**src/rtl/trq_pkg.sv**
```systemverilog
// ----------------------------------------------------------------------------
// trq_pkg
// Shared types and constants for the touch report qualifier.
// ----------------------------------------------------------------------------
package trq_pkg;

    localparam int COORD_W    = 12;
    localparam int SCREEN_W   = 13;
    localparam int HOLD_W     = 16;
    localparam int TIME_W     = 32;
    localparam int CFG_IDX_W  = 2;
    localparam int CFG_DATA_W = 16;

    localparam logic [COORD_W-1:0]    MARKER_COORD   = 12'd273;
    localparam logic [3:0]            NIBBLE_MASK    = 4'hF;
    localparam logic [HOLD_W-1:0]     HOLD_MS_RST    = 16'd60;
    localparam logic [SCREEN_W-1:0]   SCREEN_W_RST   = 13'd320;
    localparam logic [SCREEN_W-1:0]   SCREEN_H_RST   = 13'd480;

    localparam logic [CFG_IDX_W-1:0]  CFG_HOLD_MS       = 2'd0;
    localparam logic [CFG_IDX_W-1:0]  CFG_SCREEN_WIDTH  = 2'd1;
    localparam logic [CFG_IDX_W-1:0]  CFG_SCREEN_HEIGHT = 2'd2;

    typedef enum logic [1:0] {
        CLASS_VALID  = 2'd0,
        CLASS_NONE   = 2'd1,
        CLASS_GLITCH = 2'd2
    } report_class_t;

    typedef struct packed {
        logic              read_ok;
        logic [7:0]        finger_count;
        logic [7:0]        x_high_byte;
        logic [7:0]        x_low_byte;
        logic [7:0]        y_high_byte;
        logic [7:0]        y_low_byte;
        logic [TIME_W-1:0] now_ms;
    } in_t;

    typedef struct packed {
        logic               touched;
        logic [COORD_W-1:0] touch_x;
        logic [COORD_W-1:0] touch_y;
        report_class_t      report_class;
    } out_t;

    typedef struct packed {
        logic [SCREEN_W-1:0] screen_width;
        logic [SCREEN_W-1:0] screen_height;
    } screen_cfg_t;

    typedef struct packed {
        report_class_t      report_class;
        logic [COORD_W-1:0] x;
        logic [COORD_W-1:0] y;
    } class_res_t;

endpackage

```
**src/rtl/trq_classify.sv**
```systemverilog
// ----------------------------------------------------------------------------
// trq_classify
// Decodes one report into a coordinate and sorts it into valid, no finger
// or glitch.
// ----------------------------------------------------------------------------
module trq_classify
(
    input  trq_pkg::in_t         report,
    input  trq_pkg::screen_cfg_t screen,
    output trq_pkg::class_res_t  result
);

    logic [trq_pkg::COORD_W-1:0] x;
    logic [trq_pkg::COORD_W-1:0] y;
    logic                        is_marker;
    logic                        off_screen;

    assign x = {report.x_high_byte[3:0] & trq_pkg::NIBBLE_MASK, report.x_low_byte};
    assign y = {report.y_high_byte[3:0] & trq_pkg::NIBBLE_MASK, report.y_low_byte};

    assign is_marker  = (x == trq_pkg::MARKER_COORD) && (y == trq_pkg::MARKER_COORD);
    assign off_screen = ({1'b0, x} >= screen.screen_width)
                     || ({1'b0, y} >= screen.screen_height);

    always_comb
    begin
        result.x = x;
        result.y = y;
        if (!report.read_ok)
        begin
            result.report_class = trq_pkg::CLASS_GLITCH;
        end
        else if (report.finger_count == 8'd0)
        begin
            result.report_class = trq_pkg::CLASS_NONE;
        end
        else if (report.finger_count != 8'd1 || is_marker || off_screen)
        begin
            result.report_class = trq_pkg::CLASS_GLITCH;
        end
        else
        begin
            result.report_class = trq_pkg::CLASS_VALID;
        end
    end

endmodule

```
**src/rtl/touch_report_qualifier_top.sv**
```systemverilog
// ----------------------------------------------------------------------------
// touch_report_qualifier_top
// Qualifies polled touch reports: glitch filter with release hold.
//
//   channel | direction | handshake            | payload
//   in      | input     | in_valid / in_stall  | in_data  (trq_pkg::in_t)
//   out     | output    | out_valid / out_stall| out_data (trq_pkg::out_t)
//   cfg     | input     | cfg_valid / cfg_ready| cfg_index, cfg_data
//
// One request per cycle sustained while out_stall is low; each request passes
// the input register, then classify and state update into the result register.
// Touch state updates as a request moves from the input to the result register.
// Reset clears state to released, coordinates and time zero, registers default.
// in_stall rises only while both registers are full and out_stall is high.
// cfg_ready is always high; unknown indexes are dropped.
// ----------------------------------------------------------------------------
module touch_report_qualifier_top
(
    input  logic                           clk,
    input  logic                           rst_n,
    input  logic                           in_valid,
    output logic                           in_stall,
    input  trq_pkg::in_t                   in_data,
    output logic                           out_valid,
    input  logic                           out_stall,
    output trq_pkg::out_t                  out_data,
    input  logic                           cfg_valid,
    output logic                           cfg_ready,
    input  logic [trq_pkg::CFG_IDX_W-1:0]  cfg_index,
    input  logic [trq_pkg::CFG_DATA_W-1:0] cfg_data
);

    logic [trq_pkg::HOLD_W-1:0]   hold_ms_reg;
    trq_pkg::screen_cfg_t         screen_reg;

    logic                         s1_valid_reg;
    trq_pkg::in_t                 s1_data_reg;
    logic                         out_valid_reg;
    trq_pkg::out_t                out_data_reg;
    trq_pkg::out_t                out_data_next;

    logic [trq_pkg::COORD_W-1:0]  held_x_reg;
    logic [trq_pkg::COORD_W-1:0]  held_y_reg;
    logic [trq_pkg::TIME_W-1:0]   last_time_reg;
    logic                         pressed_reg;
    logic [trq_pkg::COORD_W-1:0]  held_x_next;
    logic [trq_pkg::COORD_W-1:0]  held_y_next;
    logic [trq_pkg::TIME_W-1:0]   last_time_next;
    logic                         pressed_next;

    trq_pkg::class_res_t          cls;
    logic [trq_pkg::TIME_W-1:0]   elapsed;
    logic                         out_load;
    logic                         s1_adv;
    logic                         in_take;

    assign cfg_ready = 1'b1;

    always_ff @(posedge clk or negedge rst_n)
    begin
        if (!rst_n)
        begin
            hold_ms_reg              <= trq_pkg::HOLD_MS_RST;
            screen_reg.screen_width  <= trq_pkg::SCREEN_W_RST;
            screen_reg.screen_height <= trq_pkg::SCREEN_H_RST;
        end
        else if (cfg_valid && cfg_ready)
        begin
            unique case (cfg_index)
                trq_pkg::CFG_HOLD_MS:       hold_ms_reg <= cfg_data;
                trq_pkg::CFG_SCREEN_WIDTH:  screen_reg.screen_width <=
                                                cfg_data[trq_pkg::SCREEN_W-1:0];
                trq_pkg::CFG_SCREEN_HEIGHT: screen_reg.screen_height <=
                                                cfg_data[trq_pkg::SCREEN_W-1:0];
                default: ;
            endcase
        end
    end

    trq_classify u_classify
    (
        .report (s1_data_reg),
        .screen (screen_reg),
        .result (cls)
    );

    assign out_load = !out_valid_reg || !out_stall;
    assign s1_adv   = s1_valid_reg && out_load;
    assign in_stall = s1_valid_reg && !out_load;
    assign in_take  = in_valid && !in_stall;
    assign elapsed  = s1_data_reg.now_ms - last_time_reg;

    always_comb
    begin
        held_x_next    = held_x_reg;
        held_y_next    = held_y_reg;
        last_time_next = last_time_reg;
        pressed_next   = pressed_reg;
        case (cls.report_class)
            trq_pkg::CLASS_VALID:
            begin
                held_x_next    = cls.x;
                held_y_next    = cls.y;
                last_time_next = s1_data_reg.now_ms;
                pressed_next   = 1'b1;
            end
            trq_pkg::CLASS_NONE:
            begin
                pressed_next = 1'b0;
            end
            default:
            begin
                if (pressed_reg && (elapsed > {16'd0, hold_ms_reg}))
                begin
                    pressed_next = 1'b0;
                end
            end
        endcase
        out_data_next.touched      = pressed_next;
        out_data_next.touch_x      = pressed_next ? held_x_next : '0;
        out_data_next.touch_y      = pressed_next ? held_y_next : '0;
        out_data_next.report_class = cls.report_class;
    end

    always_ff @(posedge clk or negedge rst_n)
    begin
        if (!rst_n)
        begin
            s1_valid_reg  <= 1'b0;
            out_valid_reg <= 1'b0;
            held_x_reg    <= '0;
            held_y_reg    <= '0;
            last_time_reg <= '0;
            pressed_reg   <= 1'b0;
        end
        else
        begin
            if (in_take)
            begin
                s1_valid_reg <= 1'b1;
            end
            else if (s1_adv)
            begin
                s1_valid_reg <= 1'b0;
            end
            if (out_load)
            begin
                out_valid_reg <= s1_valid_reg;
            end
            if (s1_adv)
            begin
                held_x_reg    <= held_x_next;
                held_y_reg    <= held_y_next;
                last_time_reg <= last_time_next;
                pressed_reg   <= pressed_next;
            end
        end
    end

    always_ff @(posedge clk)
    begin
        if (in_take)
        begin
            s1_data_reg <= in_data;
        end
        if (s1_adv)
        begin
            out_data_reg <= out_data_next;
        end
    end

    assign out_valid = out_valid_reg;
    assign out_data  = out_data_reg;

    a_released_zero: assert property (@(posedge clk) disable iff (!rst_n)
        out_valid && !out_data.touched |-> out_data.touch_x == '0 && out_data.touch_y == '0)
        else $error("released result carries a coordinate");

    a_valid_presses: assert property (@(posedge clk) disable iff (!rst_n)
        s1_adv && cls.report_class == trq_pkg::CLASS_VALID |=> pressed_reg)
        else $error("valid report did not press");

    a_none_releases: assert property (@(posedge clk) disable iff (!rst_n)
        s1_adv && cls.report_class == trq_pkg::CLASS_NONE |=> !pressed_reg)
        else $error("no-finger report did not release");

    a_stall_only_full: assert property (@(posedge clk) disable iff (!rst_n)
        in_stall |-> s1_valid_reg && out_valid_reg && out_stall)
        else $error("input stalled with room in the pipeline");

    a_result_matches_state: assert property (@(posedge clk) disable iff (!rst_n)
        s1_adv |=> out_data.touched == pressed_reg)
        else $error("result touched differs from state");

endmodule
```
**config.mk**
```make
export PLATFORM = sky130hd
export DESIGN_NAME = touch_report_qualifier_top
export DESIGN_NICKNAME = d
export VERILOG_FILES = /design/src/rtl/trq_pkg.sv /design/src/rtl/trq_classify.sv /design/src/rtl/touch_report_qualifier_top.sv
export SDC_FILE = /design/constraint.sdc
export NUM_CORES = 1
export LEC_CHECK = 0
export ABC_AREA = 1
export BUFFER_PORTS_ARGS = -buffer_cell sky130_fd_sc_hd__buf_2
export CORE_MARGIN = 8
export CORE_UTILIZATION = 55
export DETAILED_ROUTE_END_ITERATION = 10
export GPL_ROUTABILITY_DRIVEN = 0
export PLACE_DENSITY = 0.86
export SKIP_LAST_GASP = 1
export SYNTH_ARGS = -nofsm -noshare
export SYNTH_HDL_FRONTEND = slang
export SYNTH_SLANG_ARGS = --single-unit
```
**constraint.sdc**
```tcl
create_clock -name clk -period 6.6 [get_ports clk]
set_clock_uncertainty 0.1 [all_clocks]
set_input_delay 0.33 -clock clk [delete_from_list [all_inputs] [get_ports clk]]
set_output_delay 0.33 -clock clk [all_outputs]
set_load 0.005 [all_outputs]
```
==> results of run 1 <==
==> worst register-to-register path, cell delays in order, from the launching register on <==
cell and delay, ns:
edfxtp_1 0.34, inv_1 0.06, ha_1 0.25, fa_1 0.42
inv_1 0.12, nand2_1 0.06, nand2_1 0.12, nand4_1 0.12
nand3_1 0.20, xor2_1 0.12, ha_1 0.29, nand2_1 0.06
nor3_1 0.27, nand3_1 0.11, nand2_1 0.14, nand3_1 0.09
nor2_1 0.12, nand2_1 0.06, nor2_1 0.11, nand3_2 0.57
o21ai_0 0.44
==> placed cells by master, fill, tap and decap left out, types with 7 or more instances in the layout <==
master	instances
nor2_1	83
xor2_1	12
inv_1	258
dlygate4sd3_1	66
nand2_1	472
o21ai_2	18
o21ai_0	100
nand3_1	47
ha_1	71
dfstp_2	10
nor3_1	7
nor4_1	8
dfrtp_1	91
buf_2	115
a21oi_1	35
edfxtp_1	92
nand4_1	14
clkbuf_16	17
==> routing by layer <==
metal	vias to the layer above	track usage, %	part of all wire, %
li1	4736	-	-
met1	4412	28.22	41
met2	428	37.01	46
met3	108	3.686	7.6
met4	0	12.83	4.6
met5	-	0	0
==> power by group <==
group	total [W]	switching, W	internal, W
registers	0.00144	0.0000615	0.00137
clock network	0.00104	0.000514	0.000521
logic	0.000493	0.000302	0.000191
==> per-stage QoR <==
stage	area (um^2)	hold WS, ns
global placement	11880	0.2799
floorplan	11060	-0.06559
detailed placement	11880	0.2805
finish	13140	0.04481
CTS	13140	0.02872
global route	13140	0.05925
==> final timing paths <==
kind	startpoint	slack [ns]	endpoint	cells past startpoint
min in group asynchronous	rst_n	0.34	screen_reg[3]	2
hold / removal	cfg_data[15]	0.04	hold_ms_reg[15]	3
setup / recovery	s1_data_reg[0]	2.25	out_data[2]	20
setup reg to reg	s1_data_reg[0]	2.25	out_data[2]	20
hold reg to reg	held_x_reg[2]	0.37	held_x_reg[2]	2
max in group asynchronous	rst_n	4.90	last_time_reg[25]	3
==> cell type report <==
| type | instances | area, um^2 | share of cell area (%) |
|---|---|---|---|
| Antenna cell | 1 | 2.502 | 0.01904 |
| Timing Repair Buffer | 185 | 1266 | 9.636 |
| Multi-Input combinational cell | 909 | 4651 | 35.39 |
| Clock inverter | 14 | 157.7 | 1.200 |
| Inverter | 262 | 983.4 | 7.484 |
| Clock buffer | 18 | 439.2 | 3.342 |
| Sequential cell | 193 | 5303 | 40.35 |
| Tap cell | 270 | 337.8 | 2.571 |
==> what timing repair did <==
item / 4_1_cts / 5_1_grt
hold endpoints to repair: 107 / 0
buffers inserted: 0 / 0
hold buffers: 66 / 0
==> Yosys cell counts (all sizes together) (8+ instances only) <==
library cell  number  share of area (%)
dfstp             10                2.4
nor3              10               0.59
nand3             51                2.5
dfrtp             91                 21
edfxtp            92                 25
clkbuf            18               0.61
nand4             14               0.79
nor4               8               0.45
xor2              12               0.95
a21oi             36                1.7
o21ai            121                6.1
ha                71                8.0
nand2            477                 16
inv              262                8.9
nor2              88                3.1
==> cell families (layout without fill, tap and decap cells) <==
kind of cell | Yosys count | after routing | share of synthesized area, %
buffers and inverters | 287 | 479 | 9.981
other | 1 | 2 | 0.03392
AO/OA/AOI/OAI | 162 | 162 | 8.148
flip-flops | 193 | 193 | 47.96
XOR/XNOR | 15 | 15 | 1.188
AND/OR/NAND/NOR | 659 | 659 | 24.48
adder cells (fa/ha/maj) | 72 | 72 | 8.215
==> metrics.md, run 1 <==
| Metric | Value |
|---|---|
| Run status | `complete, no violations` |
| Syn avg cell area | `7.960 um^2` |
| Share of cells above drive strength 1 | `12.97%` |
| Post-synthesis sequential area ratio | `47.96%` |
| WP data required | `6.75 ns` |
| Worst vdd ir | `0.1892 mV` |
| Synth-to-Final Area Change | `18.84%` |
| Routed wire per std cell | `14.78 um` |
| Hold crit path type | `primary input to flip-flop` |
| Startpoint Class | `flip-flop` |
| Clock slew at the register clock pins of the worst setup and hold paths | `0.08 ns` |
| Syn. warnings | `0` |
| Fin. max-slew vios | `0` |
| Core ar. | `0.01997 mm^2` |
| Tot GR Track Use | `22.67%` |
| Drt total wl | `27370 um` |
| Largest net degree at the start of global routing | `71` |
| Die X | `157.8 um` |
| Clk root buf | `clkbuf_16` |
| Final hold violations | `0` |
| Syn_nets | `1557` |
| Number of synthesized flops with an enable pin | `92` |
| Max incr delay on CP | `0.57 ns` |
| Final Critical Period | `4.347 ns` |
| Max reg flops | `65` |
| FMAX | `0.2301 GHz` |
| CTS Sinks | `193` |
| Final worst setup slack | `2.253 ns` |
| Num CTS Buffers | `17` |
| Ports | `126` |
| Synth unique cells | `40` |
| Crit path top cell by count | `nand2_1` |
| Row count | `52` |
| Worst-Margin Slew | `1.104 ns` |
| Slowest cell on crit path | `nand3_2` |
| Pleak | `6.741 nW` |
| Vias | `9684` |
| Antenna violations before repair | `1` |
| Vias in the first global route | `9523` |
| Final Setup Violations | `0` |
| Crit path max-delay family | `simple AND/OR/NAND/NOR gates` |
| Worst slack at placement | `2.330 ns` |
| HPWL after detailed placement | `18930 um` |
| Design Power | `0.002964 W` |
| CP endpoint kind | `flip-flop` |
| # port buffers | `116` |
| CTS Buffer Depth | `2` |
| WS Path Type | `flip-flop to flip-flop` |
| Cell Chain, Critical Path | `inv_1 > ha_1 > fa_1 > inv_1 > nand2_1 > nand2_1 > nand4_1 > nand3_1 > xor2_1 > ha_1 > nand2_1 > nor3_1 > nand3_1 > nand2_1 > nand3_1 > nor2_1 > nand2_1 > nor2_1 > nand3_2 > o21ai_0` |
| DRT Pass-1 Iters | `8` |
| Final #Nets | `1736` |
| Drt first-iter violations | `927` |
| Height of the die | `157.8 um` |
| Power Density | `225.6 mW/mm^2` |
| Max_slew headroom | `26.35%` |
| First-pass GRT wire length | `44390 um` |
| Synthesized area | `0.01106 mm^2` |
| DRT antenna net count | `0` |
| Htree depth | `4` |
| Arrival time of the worst setup path | `4.50 ns` |
| Total grt overflow | `0` |
| Final Cycle Share | `65.86%` |
| Post-synthesis cell count | `1389` |
| TNS Setup | `0 ns` |
| Async SR Flop Fraction | `52.33%` |
| Filler Cell Count | `1547` |
| CTS resizes | `0` |
| Most frequently used flop master after synthesis | `edfxtp_1` |
| DRC viols | `0` |
| RSZ-0062 raised after global routing | `false` |
| Final core occ | `65.79%` |
| Buf/Inv on CP | `2` |
| CP max FO | `25` |
| TritonCTS clock tree | `built` |
| Max-cap violations | `0` |
| Synthesis-stage register bit count | `193` |
| Clock Latency Late Sink | `0.45 ns` |
| Via density | `5.229` |
| Placed cells | `1753` |
| Die area | `0.02490 mm^2` |
| Starting density of the core | `55.36%` |
| Final instance count without filler cells | `1852` |
Power figures use the tool's default switching activity.
==> run 2: changes to the inputs <==
Settings changed: ABC_AREA 1 to 0.
Clock period 6.6 ns to 4.5 ns, I/O delays scaled along.
==> run 2 against run 1 <==
Compared with the run above: critical endpoint is now pressed_reg; synthesized area fell by 1.9%; utilization rose by 5.3 points; maximum frequency fell by 11%; the run now ends with negative setup slack left; largest power group unchanged; sequential share of layout area fell by 1.9 points; critical path type unchanged; sequential cell count did not move.
==> metrics.md, run 2 <==
| Metric | Value |
|---|---|
| Run status | `finished with violations` |
| Failing checks | `negative setup slack` |
| Drt total wl | `28450 um` |
| Crit path max-delay family | `simple AND/OR/NAND/NOR gates` |
| Largest net degree at the start of global routing | `63` |
| Num CTS Buffers | `17` |
| First-pass GRT wire length | `45840 um` |
| Async SR Flop Fraction | `52.33%` |
| Vias in the first global route | `9323` |
| CTS Sinks | `193` |
| Die area | `0.02446 mm^2` |
| Post-synthesis cell count | `947` |
| CP max FO | `2` |
| TritonCTS clock tree | `built` |
| Synth-to-Final Area Change | `27.22%` |
| Final Setup Violations | `26` |
| Routed wire per std cell | `19.38 um` |
| Design Power | `0.004568 W` |
| HPWL after detailed placement | `18500 um` |
| TNS Setup | `-6.169 ns` |
| Row count | `51` |
| Die X | `156.4 um` |
| Synthesis-stage register bit count | `193` |
| Max_slew headroom | `28.82%` |
| Final worst setup slack | `-0.3588 ns` |
| Startpoint Class | `flip-flop` |
| Max reg flops | `65` |
| Synth top cells by count | `92 x edfxtp_1, 91 x dfrtp_1, 91 x nand2_1, 88 x inv_1, 79 x mux2_2` |
| Antenna violations before repair | `0` |
| Max incr delay on CP | `0.47 ns` |
| Worst-Margin Slew | `1.068 ns` |
| Height of the die | `156.4 um` |
| Drt first-iter violations | `694` |
| Syn. warnings | `0` |
| Slowest cell on crit path | `o41a_1` |
| Commonest cells after routing, fill and taps aside | `115 x buf_2, 92 x edfxtp_1, 91 x dfrtp_1` |
| Clock Latency Late Sink | `0.44 ns` |
| Final Critical Period | `4.859 ns` |
| Fin. max-slew vios | `0` |
| CP endpoint kind | `flip-flop` |
| Number of synthesized flops with an enable pin | `92` |
| Synthesized area | `0.01084 mm^2` |
| Syn_nets | `1115` |
| Hold crit path type | `primary input to flip-flop` |
| DRT Pass-1 Iters | `5` |
| Final Cycle Share | `108.0%` |
| Total grt overflow | `0` |
| Crit path top cell by count | `buf_4` |
| # diodes | `0` |
| DP Area | `0.01184 mm^2` |
| # port buffers | `116` |
| Commonest non-fill, non-tap cell in the layout | `buf_2` |
| Synth top area share | `25.48%` |
| WS Path Type | `flip-flop to flip-flop` |
| Pleak | `6.014 nW` |
| Starting density of the core | `55.89%` |
| Post-synthesis sequential area ratio | `48.91%` |
| Final hold violations | `0` |
| Clk root buf | `clkbuf_16` |
| Power Density | `331.2 mW/mm^2` |
| Most area-consuming cells after synthesis | `edfxtp_1 25%, dfrtp_1 21%, mux2_2 8.2%, ha_1 8.2%, nand2_1 3.2%` |
| Final #Nets | `1358` |
| Tot GR Track Use | `23.75%` |
| Worst slack at placement | `-0.3315 ns` |
| Syn avg cell area | `11.45 um^2` |
| Register-to-Register Setup Slack | `-0.36 ns` |
| Vias | `8735` |
| Arrival time of the worst setup path | `5.14 ns` |
| Ports | `126` |
| Yosys top cell by area | `edfxtp_1` |
| Via density | `5.950` |
| Max-cap violations | `0` |
| Worst vdd ir | `0.2918 mV` |
| CTS Buffer Depth | `2` |
| Synth unique cells | `83` |
| Clock slew at the register clock pins of the worst setup and hold paths | `0.07 ns` |
| Post-route cell area | `0.01379 mm^2` |
| FMAX | `0.2058 GHz` |
| Buf/Inv on CP | `10` |
| DRT antenna net count | `0` |
| Core ar. | `0.01940 mm^2` |
| DRC viols | `0` |
| RSZ-0062 raised after global routing | `true` |
| Most frequently used flop master after synthesis | `edfxtp_1` |
| WP data required | `4.78 ns` |
| Htree depth | `4` |
| Count leader, synth | `edfxtp_1` |
| Share of cells above drive strength 1 | `31.59%` |
## run 2: changes by cell type in the layout (fill, tap and decap cells not counted), sizes merged, moves of 25 or more
| cell | before | now |
|---|---|---|
| o21ai | 121 | 40 |
| nand2 | 477 | 91 |
| nor2 | 88 | 19 |
| inv | 271 | 94 |
| o41ai | 0 | 25 |
| buf | 119 | 184 |
| mux2 | 0 | 80 |
| nand3 | 51 | 16 |
## run 2: cells by family (layout without fill, tap and decap cells)
kind of cell / Yosys count / in the layout / synth area share (%)
buffers and inverters: 134 / 390 / 5.967
adders and majority gates: 72 / 72 / 8.379
muxes: 82 / 82 / 8.494
xor gates and xnor gates: 19 / 19 / 1.535
other: 1 / 1 / 0.03459
and+or+nand+nor: 240 / 240 / 11.98
DFF: 193 / 193 / 48.91
AOI/OAI and AO/OA: 206 / 206 / 14.70
## run 2: stage by stage
step / util (%) / hold slack [ns] / cells
2_1_floorplan: - / -0.1706 / 947
3_3_place_gp: 61.04 / 0.2653 / 1329
3_5_place_dp: 61.04 / 0.2871 / 1329
4_1_cts: 70.29 / 0.05339 / 1464
5_1_grt: 71.10 / 0.1098 / 1468
6_report: 71.10 / 0.06984 / 1468
## run 2: cell type report
cell class	count	area, um^2
Clock buffer	17	425.4
Fill cell	1259	5605
Multi-Input combinational cell	620	5171
Inverter	88	330.3
Sequential cell	193	5303
Timing Repair Buffer	270	2033
Tap cell	265	331.6
Clock inverter	15	198.9
## run 2: worst paths after layout
check / end / depth (start not counted) / startpoint
setup / recovery: pressed_reg / 27 / s1_data_reg[0]
hold / removal: hold_ms_reg[2] / 4 / cfg_index[0]
setup reg to reg: pressed_reg / 27 / s1_data_reg[0]
hold reg to reg: held_y_reg[0] / 2 / held_y_reg[0]
max in group asynchronous: hold_ms_reg[5] / 3 / rst_n
min in group asynchronous: last_time_reg[21] / 2 / rst_n
## run 2: power breakdown
group	switching (W)	leakage, nW	internal [W]
logic	0.000492	3.52	0.000388
clock network	0.000712	0.294	0.000892
registers	0.0000785	2.20	0.00201
total	0.00128	6.01	0.00329
## run 2: metal layers
layer	global-route usage, %	part of all wire (%)
met1	26.25	38
met2	42.38	52
met3	4.661	6.4
met4	12.77	4.1
met5	0	0
## run 2: timing repair
action	in CTS	in global routing
pin swaps	30	6
buffers inserted	16	3
endpoints found under the setup margin	25	26
gates resized for setup	25	19
gates cloned	2	1
hold buffers	85	0
hold endpoints to repair	163	0
## run 2: worst register-to-register path, delay by kind of cell (launching register included)
family | cells | cell delay [ns]
xor gates and xnor gates | 1 | 0.17
adders and majority gates | 3 | 0.65
buffers and inverters | 10 | 1.01
AOI/OAI and AO/OA | 4 | 0.95
and+or+nand+nor | 9 | 1.56
DFF | 1 | 0.38
==> run 3: changes to the inputs <==
Settings changed: CELL_PAD_IN_SITES_DETAIL_PLACEMENT set to 1, CELL_PAD_IN_SITES_GLOBAL_PLACEMENT set to 2, CORE_UTILIZATION 55 to 39, PLACE_DENSITY 0.86 to 0.9.
==> run 3 against run 2 <==
Compared with the run above: the run still ends with negative setup slack left; sequential share of layout area down 0.56 points; sequential power about the same; critical path depth down 6; maximum frequency up 4.4%; utilization down 20 points; sequential cell count unchanged; final cell count up 8.5%; global-route usage down 4.9 points; via count down 4.1%; die area up 37%; total power down 1.1%; critical endpoint is now out_data[2].
==> metrics.md, run 3 (synthesis results as in run 2) <==
| Metric | Value |
|---|---|
| Run status | `finished with violations` |
| Failing checks | `negative setup slack` |
| Synth-to-Final Area Change | `29.12%` |
| Vias in the first global route | `9322` |
| Htree depth | `4` |
| Clock slew at the register clock pins of the worst setup and hold paths | `0.08 ns` |
| Final #Nets | `1370` |
| HPWL after detailed placement | `21700 um` |
| Worst vdd ir | `0.2569 mV` |
| # diodes | `0` |
| Ports | `126` |
| Pleak | `6.052 nW` |
| Largest net degree at the start of global routing | `61` |
| Startpoint Class | `flip-flop` |
| Commonest cells after routing, fill and taps aside | `115 x buf_2, 92 x edfxtp_1, 91 x dfrtp_1` |
| Power Density | `322.8 mW/mm^2` |
| Worst-Margin Slew | `0.9447 ns` |
| Final worst setup slack | `-0.1542 ns` |
| Routed wire per std cell | `19.28 um` |
| Final hold violations | `0` |
| CTS Sinks | `193` |
| WS Path Type | `flip-flop to flip-flop` |
| CTS Buffer Depth | `2` |
| Clock Latency Late Sink | `0.46 ns` |
| Via density | `5.260` |
| RSZ-0062 raised after global routing | `true` |
| Final instance count without filler cells | `1593` |
| Total grt overflow | `0` |
| WP data required | `4.66 ns` |
| Num CTS Buffers | `17` |
| Max_slew headroom | `37.02%` |
| DRC viols | `0` |
| Starting density of the core | `39.35%` |
| Clk root buf | `clkbuf_16` |
| DRT Pass-1 Iters | `4` |
| Worst slack at placement | `-0.5121 ns` |
| Hold crit path type | `primary input to flip-flop` |
| First-pass GRT wire length | `49890 um` |
| TritonCTS clock tree | `built` |
| Fin. max-slew vios | `0` |
| Core ar. | `0.02755 mm^2` |
| Die area | `0.03339 mm^2` |
| Antenna violations before repair | `0` |
| Drt first-iter violations | `505` |
| # port buffers | `116` |
| Final Critical Period | `4.654 ns` |
| Final Cycle Share | `103.4%` |
| Filler Cell Count | `2951` |
| Arrival time of the worst setup path | `4.81 ns` |
| Final hold slack | `0.2088 ns` |
| Max reg flops | `65` |
| Height of the die | `182.7 um` |
| DRT antenna net count | `0` |
| CP max FO | `7` |
| Commonest non-fill, non-tap cell in the layout | `buf_2` |
| Tot GR Track Use | `18.89%` |
| Die X | `182.7 um` |
| Drt total wl | `30710 um` |
| Final Setup Violations | `25` |
| Placed cells | `1461` |
| Final core occ | `50.81%` |
| Row count | `61` |
| CP endpoint kind | `flip-flop` |
| FMAX | `0.2149 GHz` |
| Max-cap violations | `0` |
| Share of cells above drive strength 1 | `32.43%` |
| Vias | `8379` |
[run 3: changes by cell type in the layout (fill, tap and decap cells not counted), sizes merged]
cell      delta
bufinv       -3
clkinvlp     -4
inv          +2
clkinv       +4
buf         +13
[run 3: path summary, 6_finish.rpt]
path | start | endpoint | slack, ns | cells after the start
min in group asynchronous | rst_n | last_time_reg[24] | 0.33 | 2
hold / removal | cfg_index[1] | hold_ms_reg[5] | 0.21 | 5
hold reg to reg | last_time_reg[24] | last_time_reg[24] | 0.41 | 1
setup reg to reg | s1_data_reg[4] | out_data[2] | -0.15 | 21
max in group asynchronous | rst_n | hold_ms_reg[10] | 2.88 | 3
setup / recovery | s1_data_reg[4] | out_data[2] | -0.15 | 21
[run 3: area by class of cell]
class | count | area (um^2) | area share [%]
well taps | 378 | 473.0 | 3.379
flip-flops and latches | 193 | 5303 | 37.88
repair buffers | 282 | 2140 | 15.28
clock inverters | 14 | 160.2 | 1.144
inverters | 88 | 330.3 | 2.360
clock buffers | 18 | 429.2 | 3.066
multi-input cells | 620 | 5164 | 36.89
[run 3: worst max-delay path, cell delays in order (launching register included)]
cell and delay [ns]:
edfxtp_1 0.43, ha_4 0.30, buf_6 0.10, nand3_2 0.07, a21o_1 0.19, a211oi_2 0.26
or2_4 0.19, buf_4 0.11, xor2_2 0.14, ha_1 0.28, a21oi_1 0.16, o21a_1 0.15
o2bb2ai_1 0.07, o41a_1 0.43, nor4_4 0.18, nand3_1 0.15, nor4bb_4 0.29, buf_4 0.17
buf_6 0.13, buf_12 0.13, nand4_1 0.09, o41ai_2 0.32
[run 3: through the flow]
| step | TNS (ns) | total power [W] | area (um^2) |
|---|---|---|---|
| 5_1_grt | -7.948 | 0.004739 | 14000 |
| 4_1_cts | -0.5411 | 0.004553 | 13920 |
| 3_5_place_dp | -9.354 | 0.002915 | 12140 |
| 6_report | -1.842 | 0.004519 | 14000 |
| 3_3_place_gp | -4.832 | 0.002874 | 12140 |
| 2_1_floorplan | 0 | 0.002602 | 10840 |
[run 3: report_power, final]
part | internal [W] | leakage, nW | switching [W]
logic | 0.000400 | 3.57 | 0.000495
clock network | 0.000749 | 0.287 | 0.000792
registers | 0.00200 | 2.20 | 0.0000776
[run 3: layer usage]
metal / track usage (%) / part of all wire, % / wire length (um)
met1: 22.35 / 43 / 13120
met2: 33.83 / 52 / 15930
met3: 3.225 / 2.9 / 898
met4: 7.150 / 2.5 / 765
met5: 0 / 0 / 0
[run 3: repair_timing]
action | in CTS | in global routing
gates resized for setup | 42 | 4
buffers inserted | 8 | 5
pin swaps | 29 | 11
hold endpoints to repair | 167 | 0
hold buffers | 85 | 0
cloned | 2 | 0
endpoints found under the setup margin | 25 | 25
